==> src/bdc_pkg.sv <==
// Shared types and constants for the button debounce, click and long-press block
package bdc_pkg;

    localparam int NUM_BUTTONS = 3;
    localparam int QDEPTH      = 2;
    localparam int QPTR_W      = (QDEPTH > 1) ? $clog2(QDEPTH) : 1;
    localparam int QCNT_W      = $clog2(QDEPTH + 1);
    localparam int CFG_IDX_W   = 3;
    localparam int CFG_DATA_W  = 16;
    localparam int TIME_W      = 32;
    localparam int MS_CFG_W    = 16;

    localparam logic [MS_CFG_W-1:0] FILTER_RESET = 16'd50;
    localparam logic [MS_CFG_W-1:0] LONG_RESET   = 16'd1000;

    typedef enum logic [CFG_IDX_W-1:0] {
        CFG_FILTER_TIME   = 3'd0,
        CFG_LONG_TIME     = 3'd1,
        CFG_SIMPLE_ENABLE = 3'd2,
        CFG_LONG_ENABLE   = 3'd3,
        CFG_SWAP_UP_DOWN  = 3'd4,
        CFG_SLEEP_MODE    = 3'd5
    } t_cfg_idx;

    typedef struct packed {
        logic [MS_CFG_W-1:0]    filter_time;
        logic [MS_CFG_W-1:0]    long_time;
        logic [NUM_BUTTONS-1:0] simple_enable;
        logic [NUM_BUTTONS-1:0] long_enable;
        logic                   swap_up_down;
        logic                   sleep_mode;
    } t_cfg;

    typedef struct packed {
        logic                   tick;
        logic [NUM_BUTTONS-1:0] act;
        logic [NUM_BUTTONS-1:0] pushed;
        logic [TIME_W-1:0]      now;
    } t_entry;

endpackage

==> src/bdc_front.sv <==
// Front end: accept input items and classify which buttons each one qualifies
module bdc_front (
    input  logic                            i_in_valid,
    output logic                            o_in_ready,
    input  logic                            i_req_type,
    input  logic [1:0]                      i_button_index,
    input  logic [bdc_pkg::TIME_W-1:0]      i_now_ms,
    input  logic [bdc_pkg::NUM_BUTTONS-1:0] i_raw_pressed,
    input  bdc_pkg::t_cfg                   i_cfg,
    input  logic                            i_q_full,
    output logic                            o_q_push,
    output bdc_pkg::t_entry                 o_q_data
);
    import bdc_pkg::*;

    function automatic int pin_of(input int b, input logic swap);
        int p;
        p = b;
        if (swap && NUM_BUTTONS > 1) begin
            if (b == 0) begin
                p = NUM_BUTTONS - 1;
            end else if (b == NUM_BUTTONS - 1) begin
                p = 0;
            end
        end
        return p;
    endfunction

    logic edge_ok;

    assign o_in_ready = !i_q_full;
    assign o_q_push   = i_in_valid && !i_q_full;
    assign edge_ok    = !i_cfg.sleep_mode && (int'(i_button_index) < NUM_BUTTONS);

    always_comb begin
        o_q_data.tick = !i_req_type;
        o_q_data.now  = i_now_ms;
        for (int b = 0; b < NUM_BUTTONS; b++) begin
            if (i_cfg.swap_up_down && NUM_BUTTONS > 1 && b == 0) begin
                o_q_data.pushed[b] = i_raw_pressed[NUM_BUTTONS-1];
            end else if (i_cfg.swap_up_down && NUM_BUTTONS > 1 && b == NUM_BUTTONS - 1) begin
                o_q_data.pushed[b] = i_raw_pressed[0];
            end else begin
                o_q_data.pushed[b] = i_raw_pressed[b];
            end
            if (!i_req_type) begin
                o_q_data.act[b] = 1'b1;
            end else begin
                o_q_data.act[b] = edge_ok &&
                    (int'(i_button_index) == pin_of(b, i_cfg.swap_up_down));
            end
        end
    end

endmodule

==> src/bdc_fifo.sv <==
// Short register queue between the classifying front end and the qualifier
module bdc_fifo (
    input  logic            i_clk,
    input  logic            i_rst_n,
    input  logic            i_push,
    input  bdc_pkg::t_entry i_data,
    output logic            o_full,
    output logic            o_valid,
    input  logic            i_pop,
    output bdc_pkg::t_entry o_data
);
    import bdc_pkg::*;

    t_entry             r_mem [QDEPTH];
    logic [QPTR_W-1:0]  r_wr;
    logic [QPTR_W-1:0]  r_rd;
    logic [QCNT_W-1:0]  r_cnt;
    logic [QPTR_W-1:0]  n_wr;
    logic [QPTR_W-1:0]  n_rd;
    logic [QCNT_W-1:0]  n_cnt;
    logic               do_push;
    logic               do_pop;

    assign o_full  = (r_cnt == QCNT_W'(QDEPTH));
    assign o_valid = (r_cnt != '0);
    assign o_data  = r_mem[r_rd];
    assign do_push = i_push && !o_full;
    assign do_pop  = i_pop && o_valid;

    always_comb begin
        n_wr  = r_wr;
        n_rd  = r_rd;
        n_cnt = r_cnt;
        if (do_push) begin
            n_wr = (r_wr == QPTR_W'(QDEPTH - 1)) ? '0 : r_wr + 1'b1;
        end
        if (do_pop) begin
            n_rd = (r_rd == QPTR_W'(QDEPTH - 1)) ? '0 : r_rd + 1'b1;
        end
        if (do_push && !do_pop) begin
            n_cnt = r_cnt + 1'b1;
        end else if (do_pop && !do_push) begin
            n_cnt = r_cnt - 1'b1;
        end
    end

    always_ff @(posedge i_clk) begin
        if (!i_rst_n) begin
            r_wr  <= '0;
            r_rd  <= '0;
            r_cnt <= '0;
        end else begin
            r_wr  <= n_wr;
            r_rd  <= n_rd;
            r_cnt <= n_cnt;
        end
    end

    always_ff @(posedge i_clk) begin
        if (do_push) begin
            r_mem[r_wr] <= i_data;
        end
    end

endmodule

==> src/bdc_back.sv <==
// Back end: per-button debounce, click and long-press qualifiers with result register
module bdc_back (
    input  logic                            i_clk,
    input  logic                            i_rst_n,
    input  bdc_pkg::t_cfg                   i_cfg,
    input  logic                            i_q_valid,
    input  bdc_pkg::t_entry                 i_q_data,
    output logic                            o_q_pop,
    output logic                            o_out_valid,
    input  logic                            i_out_ready,
    output logic [bdc_pkg::NUM_BUTTONS-1:0] o_click_events,
    output logic [bdc_pkg::NUM_BUTTONS-1:0] o_long_events,
    output logic [bdc_pkg::TIME_W-1:0]      o_idle_ticks
);
    import bdc_pkg::*;

    logic [NUM_BUTTONS-1:0] r_ll;
    logic [NUM_BUTTONS-1:0] r_pv;
    logic [NUM_BUTTONS-1:0] r_ed;
    logic [TIME_W-1:0]      r_ct [NUM_BUTTONS];
    logic [TIME_W-1:0]      r_pt [NUM_BUTTONS];
    logic [TIME_W-1:0]      r_idle;
    logic                   r_out_valid;
    logic [NUM_BUTTONS-1:0] r_click;
    logic [NUM_BUTTONS-1:0] r_long;

    logic [NUM_BUTTONS-1:0] n_ll;
    logic [NUM_BUTTONS-1:0] n_pv;
    logic [NUM_BUTTONS-1:0] n_ed;
    logic [TIME_W-1:0]      n_ct [NUM_BUTTONS];
    logic [TIME_W-1:0]      n_pt [NUM_BUTTONS];
    logic [TIME_W-1:0]      n_idle;
    logic [NUM_BUTTONS-1:0] n_click;
    logic [NUM_BUTTONS-1:0] n_long;

    logic [TIME_W-1:0]      d_chg [NUM_BUTTONS];
    logic [TIME_W-1:0]      d_press [NUM_BUTTONS];
    logic [NUM_BUTTONS-1:0] filtered;
    logic [NUM_BUTTONS-1:0] pt_new;
    logic                   chg_any;
    logic                   pop;

    assign pop            = i_q_valid && (!r_out_valid || i_out_ready);
    assign o_q_pop        = pop;
    assign o_out_valid    = r_out_valid;
    assign o_click_events = r_click;
    assign o_long_events  = r_long;
    assign o_idle_ticks   = r_idle;

    always_comb begin
        n_ll    = r_ll;
        n_pv    = r_pv;
        n_ed    = r_ed;
        n_click = '0;
        n_long  = '0;
        chg_any = 1'b0;
        pt_new  = '0;
        n_idle  = r_idle;
        if (pop && i_q_data.tick && (r_idle != '1)) begin
            n_idle = r_idle + 1'b1;
        end
        for (int b = 0; b < NUM_BUTTONS; b++) begin
            n_ct[b]     = r_ct[b];
            n_pt[b]     = r_pt[b];
            d_chg[b]    = i_q_data.now - r_ct[b];
            d_press[b]  = i_q_data.now - r_pt[b];
            filtered[b] = d_chg[b] > TIME_W'(i_cfg.filter_time);
            if (pop && i_q_data.act[b]) begin
                if (i_q_data.pushed[b] != r_ll[b]) begin
                    chg_any = 1'b1;
                    if (i_q_data.pushed[b] && filtered[b]) begin
                        n_pt[b]   = i_q_data.now;
                        pt_new[b] = 1'b1;
                        n_pv[b]   = 1'b1;
                        if (!r_ed[b] && i_cfg.simple_enable[b] && !i_cfg.long_enable[b]) begin
                            n_click[b] = 1'b1;
                            n_ed[b]    = 1'b1;
                        end
                    end
                    n_ct[b] = i_q_data.now;
                    n_ll[b] = i_q_data.pushed[b];
                end else if (!i_q_data.pushed[b] && r_pv[b] && filtered[b]) begin
                    if (!r_ed[b] && i_cfg.simple_enable[b] && i_cfg.long_enable[b]) begin
                        n_click[b] = 1'b1;
                    end
                    n_pv[b] = 1'b0;
                    n_ed[b] = 1'b0;
                end
                if (!n_ed[b] && i_cfg.long_enable[b] && i_q_data.pushed[b] && n_pv[b] &&
                    !pt_new[b] && (d_press[b] > TIME_W'(i_cfg.long_time))) begin
                    n_long[b] = 1'b1;
                    n_ed[b]   = 1'b1;
                end
            end
        end
        if (chg_any) begin
            n_idle = '0;
        end
    end

    always_ff @(posedge i_clk) begin
        if (!i_rst_n) begin
            r_ll        <= '0;
            r_pv        <= '0;
            r_ed        <= '0;
            r_idle      <= '0;
            r_out_valid <= 1'b0;
            for (int b = 0; b < NUM_BUTTONS; b++) begin
                r_ct[b] <= '0;
                r_pt[b] <= '0;
            end
        end else begin
            r_ll   <= n_ll;
            r_pv   <= n_pv;
            r_ed   <= n_ed;
            r_idle <= n_idle;
            for (int b = 0; b < NUM_BUTTONS; b++) begin
                r_ct[b] <= n_ct[b];
                r_pt[b] <= n_pt[b];
            end
            if (pop) begin
                r_out_valid <= 1'b1;
            end else if (i_out_ready) begin
                r_out_valid <= 1'b0;
            end
        end
    end

    always_ff @(posedge i_clk) begin
        if (pop) begin
            r_click <= n_click;
            r_long  <= n_long;
        end
    end

endmodule

==> src/button_debounce_click_long_press.sv <==
// Top level: three-button debounce with short click and long-press detection
//
//  channel | direction | handshake                  | payload
//  --------+-----------+----------------------------+-----------------------------------------
//  in      | input     | i_in_valid / o_in_ready    | req_type, button_index, now_ms, raw_pressed
//  out     | output    | o_out_valid / i_out_ready  | click_events, long_events, idle_ticks
//  cfg     | input     | i_cfg_valid / o_cfg_ready  | cfg_index, cfg_data
//
// One item per cycle sustained while the output is ready; an accepted item is written
// into the queue, then qualified by the back end into the result register. All
// buttons of an item are qualified in parallel by the back end. A two-entry queue
// decouples input acceptance from output stalls. Reset is synchronous.
module button_debounce_click_long_press (
    input  logic                             i_clk,
    input  logic                             i_rst_n,
    input  logic                             i_in_valid,
    output logic                             o_in_ready,
    input  logic                             i_req_type,
    input  logic [1:0]                       i_button_index,
    input  logic [bdc_pkg::TIME_W-1:0]       i_now_ms,
    input  logic [bdc_pkg::NUM_BUTTONS-1:0]  i_raw_pressed,
    output logic                             o_out_valid,
    input  logic                             i_out_ready,
    output logic [bdc_pkg::NUM_BUTTONS-1:0]  o_click_events,
    output logic [bdc_pkg::NUM_BUTTONS-1:0]  o_long_events,
    output logic [bdc_pkg::TIME_W-1:0]       o_idle_ticks,
    input  logic                             i_cfg_valid,
    output logic                             o_cfg_ready,
    input  logic [bdc_pkg::CFG_IDX_W-1:0]    i_cfg_index,
    input  logic [bdc_pkg::CFG_DATA_W-1:0]   i_cfg_data
);
    import bdc_pkg::*;

    t_cfg   r_cfg;
    t_entry q_in;
    t_entry q_out;
    logic   q_push;
    logic   q_full;
    logic   q_valid;
    logic   q_pop;

    assign o_cfg_ready = 1'b1;

    always_ff @(posedge i_clk) begin
        if (!i_rst_n) begin
            r_cfg.filter_time   <= FILTER_RESET;
            r_cfg.long_time     <= LONG_RESET;
            r_cfg.simple_enable <= '0;
            r_cfg.long_enable   <= '0;
            r_cfg.swap_up_down  <= 1'b0;
            r_cfg.sleep_mode    <= 1'b0;
        end else if (i_cfg_valid) begin
            case (i_cfg_index)
                CFG_FILTER_TIME:   r_cfg.filter_time   <= i_cfg_data;
                CFG_LONG_TIME:     r_cfg.long_time     <= i_cfg_data;
                CFG_SIMPLE_ENABLE: r_cfg.simple_enable <= i_cfg_data[NUM_BUTTONS-1:0];
                CFG_LONG_ENABLE:   r_cfg.long_enable   <= i_cfg_data[NUM_BUTTONS-1:0];
                CFG_SWAP_UP_DOWN:  r_cfg.swap_up_down  <= i_cfg_data[0];
                CFG_SLEEP_MODE:    r_cfg.sleep_mode    <= i_cfg_data[0];
                default: begin
                end
            endcase
        end
    end

    bdc_front u_front (
        .i_in_valid     (i_in_valid),
        .o_in_ready     (o_in_ready),
        .i_req_type     (i_req_type),
        .i_button_index (i_button_index),
        .i_now_ms       (i_now_ms),
        .i_raw_pressed  (i_raw_pressed),
        .i_cfg          (r_cfg),
        .i_q_full       (q_full),
        .o_q_push       (q_push),
        .o_q_data       (q_in)
    );

    bdc_fifo u_fifo (
        .i_clk   (i_clk),
        .i_rst_n (i_rst_n),
        .i_push  (q_push),
        .i_data  (q_in),
        .o_full  (q_full),
        .o_valid (q_valid),
        .i_pop   (q_pop),
        .o_data  (q_out)
    );

    bdc_back u_back (
        .i_clk          (i_clk),
        .i_rst_n        (i_rst_n),
        .i_cfg          (r_cfg),
        .i_q_valid      (q_valid),
        .i_q_data       (q_out),
        .o_q_pop        (q_pop),
        .o_out_valid    (o_out_valid),
        .i_out_ready    (i_out_ready),
        .o_click_events (o_click_events),
        .o_long_events  (o_long_events),
        .o_idle_ticks   (o_idle_ticks)
    );

endmodule

==> config.mk <==
export PLATFORM = sky130hd
export DESIGN_NAME = button_debounce_click_long_press
export DESIGN_NICKNAME = d
export VERILOG_FILES = /design/src/bdc_pkg.sv /design/src/bdc_front.sv /design/src/bdc_fifo.sv /design/src/bdc_back.sv /design/src/button_debounce_click_long_press.sv
export SDC_FILE = /design/constraint.sdc
export NUM_CORES = 1
export LEC_CHECK = 0
export BUFFER_PORTS_ARGS = -buffer_cell sky130_fd_sc_hd__buf_2
export CAP_MARGIN = 0
export CORE_UTILIZATION = 58
export DETAILED_ROUTE_END_ITERATION = 16
export PLACE_DENSITY_LB_ADDON = 0.1
export SLEW_MARGIN = 0
export SYNTH_ARGS = -nofsm -noshare
export SYNTH_HDL_FRONTEND = slang
export SYNTH_HIERARCHICAL = 1
export SYNTH_SLANG_ARGS = --single-unit
==> constraint.sdc <==
create_clock -name i_clk -period 5.54 [get_ports i_clk]
set_clock_uncertainty 0.2 [all_clocks]
set_input_delay 0.277 -clock i_clk [delete_from_list [all_inputs] [get_ports i_clk]]
set_output_delay 0.277 -clock i_clk [all_outputs]
set_load 0.1 [all_outputs]
## After elaboration in Yosys (flattened, before gate mapping)

Memory sizes are Yosys's and may differ from the RTL's. A register that Yosys moved wholly into a read port is not among the register bits.
Cells that the tools add are included.

- Bits in registers: 92
- RAM bits: 270
- Output and inout port bits: 41
- Memories kept: 3

Memory list:

| name | words | bits a word | read ports | clocked after Yosys merged registers in | write ports | RTL line | source |
|---|---|---|---|---|---|---|---|
| u_back.r_ct | 3 | 32 | 3 | 0 | 3 | bdc_back.sv:20 | `logic [TIME_W-1:0] r_ct [NUM_BUTTONS];` |
| u_back.r_pt | 3 | 32 | 3 | 0 | 3 | bdc_back.sv:21 | `logic [TIME_W-1:0] r_pt [NUM_BUTTONS];` |
| u_fifo.r_mem | 2 | 39 | 1 | 1 | 1 | bdc_fifo.sv:14 | `t_entry r_mem [QDEPTH];` |

- $add $sub $neg: 11
- Magnitude comparators: 7
- Equality and inequality tests: 13
- Mux-type cells: 105
- Bitwise gates (word level): 7
- Reductions and logical operators: 84

Operator list:

| kind | count |
|---|---|
| 32-bit 2-to-1 mux | 23 |
| 32-bit by 16-bit greater-than comparator with 1-bit output | 6 |
| 32-bit subtractor | 6 |
| 1-bit 2-to-1 mux | 78 |
| 3-bit by 32-bit == test with 1-bit output | 2 |
| 1-bit logical AND | 48 |
| 32-bit by 1-bit adder with 32-bit output, second input constant | 1 |
| 32-bit != test, second input constant | 1 |
| 1-bit logical NOT | 21 |
| 2-bit AND reduction | 9 |
| 2-bit 2-to-1 mux | 4 |
| 3-bit by 2-bit == test with 1-bit output, second input constant | 2 |
| 3-bit == test, second input constant | 2 |
| 1-bit bitwise OR | 6 |
| 2-bit nonzero test | 3 |
| 2-bit == test, second input constant | 2 |
| 3-bit by 1-bit == test with 1-bit output, second input constant | 1 |
| 3-bit logical NOT | 1 |
| 1-bit != test | 3 |
| 1-bit adder, second input constant | 2 |
| 2-bit by 1-bit adder with 2-bit output, second input constant | 1 |
| 2-bit less-than comparator, second input constant | 1 |
| 2-bit OR reduction | 1 |
| 2-bit by 1-bit subtractor with 2-bit output, second input constant | 1 |
| other kinds (2) | 2 |

## Logic depth before layout (Yosys ltp)

- Depth in word-level cells: 14
- Gate-level depth with buffers: 25

## By module

Netlist, hierarchy kept.

Modules (own cells, without submodules):

| module | instances | cells each | area an instance (um2) | sequential area each (um2) |
|---|---|---|---|---|
| bdc_back | 1 | 3120 | 22783.1 | 4864.7 |
| bdc_fifo | 1 | 146 | 3044.2 | 2442.3 |
| button_debounce_click_long_press | 1 | 162 | 1646.6 | 800.8 |
| bdc_front | 1 | 44 | 329.1 | 0.0 |

## Worst setup path after synthesis

OpenSTA, ideal clock, no wires.

- Path type: flip-flop to flip-flop
- Start: reg with a tool-made name
- End: mem u_back.r_pt[0][10]
- Setup time: 0.128 ns
- Data arrival time: 5.208 ns
- Data required time: 5.212 ns
- Path slack: 0.005 ns
- Stages on the path, launching flop included: 23
- Clock period less this slack: 5.535 ns
- Path through: dfxtp_1 buf_2 mux2_2 ha_1 a2111o_1 o21ai_0 o21ai_0 a21o_1 a21o_1 a21oi_1 o21bai_1 xor2_1 ha_1 nand4_1 or3_1 or3_1 o31a_1 nor4_1 nand4_1 o21ai_4 buf_6 mux2i_1 nor2_1

RTL lines:

| item | RTL line |
|---|---|
| to (decl) | bdc_back.sv:21 |

==> results.toml <==
[outcome]
status = "finished with violations"
violations = "negative setup slack"

[drt]
via_count = 28870
drcViolationCount = 0
drt_wl_total_um = 102900
routed_via_density = 6.365
drt_iter0_markers = 3543
post_drt_wl_per_cell_um = 22.68
ant_nets = 0
firstDrtPassIters = 6

[power]
p_int_uw = 12370
switching_power_uw = 11590
switching_share = 0.4838
clkPwrFrac = 0.124
leakage_uw = 0.01398
seq_power_share = 0.142
comb_power_share = 0.734
p_total_uw = 23960
vdd_drop_max_v = 0.0004636
powerDensity_mw_per_mm2 = 681.1

[yosys]
synthCells = 3472
yosysUniqueCellTypes = 107
seq_area_frac_synth = 0.2916
synth_edf_count = 84
ys_warn_count = 6
syn_nets = 3824
synth-main-ff-cell = "dfxtp_1"
avgSynthCellArea_um2 = 8.008
netlist_area_mm2 = 0.02780
async_flop_share = 0
ys_seq_elements = 363

[floorplan]
fp.dieH_um = 220.9
die_w_um = 220.9
core_mm2 = 0.04695
die_area_mm2 = 0.04882
rows = 79
pin_count = 103
initial_core_util = 0.5922

[clock_tree]
h-tree-depth = 2
clk_latency_ns = 0.62
cts_tree = "built"
cts.path.max_buffers = 3
path_clk_slew_ns = 0.07
cts_buffers = 42
cts_root_buf = "clkbuf_16"
cts_sinks = 363

[worst_setup_path]
cp_data_arrival_time_ns = 5.94
cp_max_fo = 5
cp-end-kind = "register"
startpoint_type = "register"
path_class = "reg -> reg"
crit_required_ns = 5.79

[layout]
multiInputGateArea_mm2 = 0.01917
drive_gt1_frac = 0.2120
layout_common_cells = "nand2_1 (456), buf_4 (320), a21oi_1 (305)"
layout_commonest_cell = "nand2_1"
seqCellArea_mm2 = 0.008112
finish.utilization = 0.7492
fillCellCount = 3404
fin_nets = 4243
syn_to_final_growth_pct = 26.51

[place]
dp_hpwl_um = 69900
routabilityCongestion = 0.9904
numPortBuffers = 101

[sta]
fmax_mhz = 175.7
slew_viol_final = 0
setup_viol = 73
fin_crit_sh = 1.027
finalHoldWorstSlack_ns = 0.05360
slew_headroom = 0.2740
period_needed_ns = 5.692
rsz0062_at_grt = "true"
hold_violations = 0
tightest_slew_ns = 1.089
fin_ws_ns = -0.1518

[run]
max_cap_violations = 0

[global_routing]
antenna_found_initial = 4
grt_pass1_vias = 27210
grt_pass1_wl_um = 151800
overflow = 0
grt_max_degree = 92
grtUsageTotal = 0.3911

[worst_hold_path]
min_path_type = "in -> reg"
[synthesized netlist by cell type (11+ instances only)]
library cell	n	area [um2]
a211oi_1	39	292.8
a21boi_0	13	97.59
a21o_1	64	480.5
a21oi_1	325	1627
a31oi_1	19	118.9
and2_1	20	125.1
and3_1	38	237.7
buf_2	17	85.08
buf_4	35	262.8
clkbuf_1	99	371.6
dfxtp_1	279	5585
edfxtp_1	84	2522
ha_1	284	3553
inv_1	288	1081
mux2_1	11	123.9
mux2_2	35	394.1
mux2i_1	89	890.9
nand2_1	459	1723
nand2b_1	20	125.1
nand3_1	128	640.6
nand4_1	50	312.8
nor2_1	222	833.3
nor2b_1	46	287.8
nor3_1	63	315.3
nor4_1	15	93.84
o211ai_1	33	247.7
o21a_1	47	352.8
o21ai_0	121	605.6
o21ai_1	53	265.3
o21bai_1	20	150.1
o22ai_1	11	68.82
o31ai_1	47	352.8
or3_1	28	175.2
xnor2_1	78	683.2
xor2_1	52	455.4
[power by group through the flow]
stage | Sequential [uW] | Clock (uW) | Combinational [uW]
2_1_floorplan | 3540 | 0 | 9840
3_3_place_gp | 3400 | 0 | 14600
3_5_place_dp | 3420 | 0 | 14900
4_1_cts | 3370 | 2960 | 16000
5_1_grt | 3430 | 3080 | 18900
6_report | 3410 | 2970 | 17600
[layout make-up]
type / instances / area share
diodes: 4 / 0.0002846
clock buffers: 51 / 0.03255
clock inverters: 26 / 0.009213
inverters: 290 / 0.03109
multi-input cells: 2659 / 0.5451
flip-flops and latches: 363 / 0.2306
well taps: 607 / 0.02159
repair buffers: 535 / 0.1296
[registers in the layout, summed over array words and instances, names as in the netlist, named ones only]
| signal | cells |
|---|---|
| u_back/o_click_events | 3 |
| u_back/r_pt | 96 |
| u_back/r_pv | 3 |
| u_back/r_ct | 96 |
| u_fifo/r_rd | 1 |
| u_back/o_long_events | 3 |
| u_fifo/r_wr | 1 |
| u_back/o_idle_ticks | 32 |
| u_back/r_ll | 3 |
| u_back/o_out_valid | 1 |
| u_fifo/r_cnt | 2 |
| r_cfg | 40 |
| u_back/r_ed | 3 |
| u_fifo/r_mem | 78 |
[cell families after synthesis]
family | count (synthesis) | share of synthesized area
XOR/XNOR | 130 | 0.04095
multiplexers | 135 | 0.05067
flip-flops | 363 | 0.2916
adder cells (fa/ha/maj) | 290 | 0.1321
other | 1 | 0.0001349
AND/OR/NAND/NOR | 1162 | 0.1972
buffers and inverters | 451 | 0.06890
AO/OA/AOI/OAI | 940 | 0.2184
[through the flow]
stage	std cells	instance area (um2)	setup WS, ns	TNS, ns
detailed placement	4307	30550	-0.4970	-37.58
CTS	4497	33830	-0.1169	-2.508
floorplan	3472	27800	0.004879	0
global placement	4307	30550	-0.3503	-18.16
finish	4535	35170	-0.1518	-4.200
global route	4534	35170	-0.2914	-19.12
[path summary, 6_finish.rpt]
path                            cells past startpoint  slack, ns          startpoint                 end
worst min register to register                      2       0.25  u_back/r_ct[0][89]  u_back/r_ct[0][89]
worst max-delay path                               26      -0.15            register  u_back/r_pt[0][62]
worst min-delay path                                3       0.05       i_cfg_data[0]           r_cfg[24]
worst max register to register                     26      -0.15            register  u_back/r_pt[0][62]
[timing repair]
action | in CTS | in global routing
setup endpoints to repair | 108 | 108
pin swaps | 77 | 107
endpoints found under the hold margin | 125 | 0
resized for setup | 139 | 181
hold buffers | 61 | 0
buffers inserted | 43 | 26
gates cloned | 9 | 11
[critical path, cell delays in order, from the launching register on]
cell	delay (ns)
dfxtp_4	0.38
buf_6	0.12
mux2_4	0.34
buf_6	0.15
ha_4	0.20
nor2b_4	0.12
o31a_1	0.30
o221a_4	0.28
a211o_1	0.33
a21o_1	0.18
a21oi_2	0.13
xnor2_1	0.17
ha_1	0.29
and4_4	0.21
a221o_1	0.35
nor3_2	0.11
buf_4	0.15
o22ai_4	0.07
nor4_2	0.15
nand4b_1	0.20
nor4_2	0.29
buf_4	0.22
nor3_4	0.07
buf_12	0.17
buf_12	0.14
nand3_1	0.11
o31ai_1	0.11
[per-layer routing]
metal,up-vias,global-route usage,routed length (um)
met2,1586,0.6265,46130
li1,13270,-,-
met4,2,0.1834,5226
met3,289,0.05391,9239
met1,13720,0.5216,42250
met5,-,0,8
Note: power is estimated with default switching activity, not from simulation.
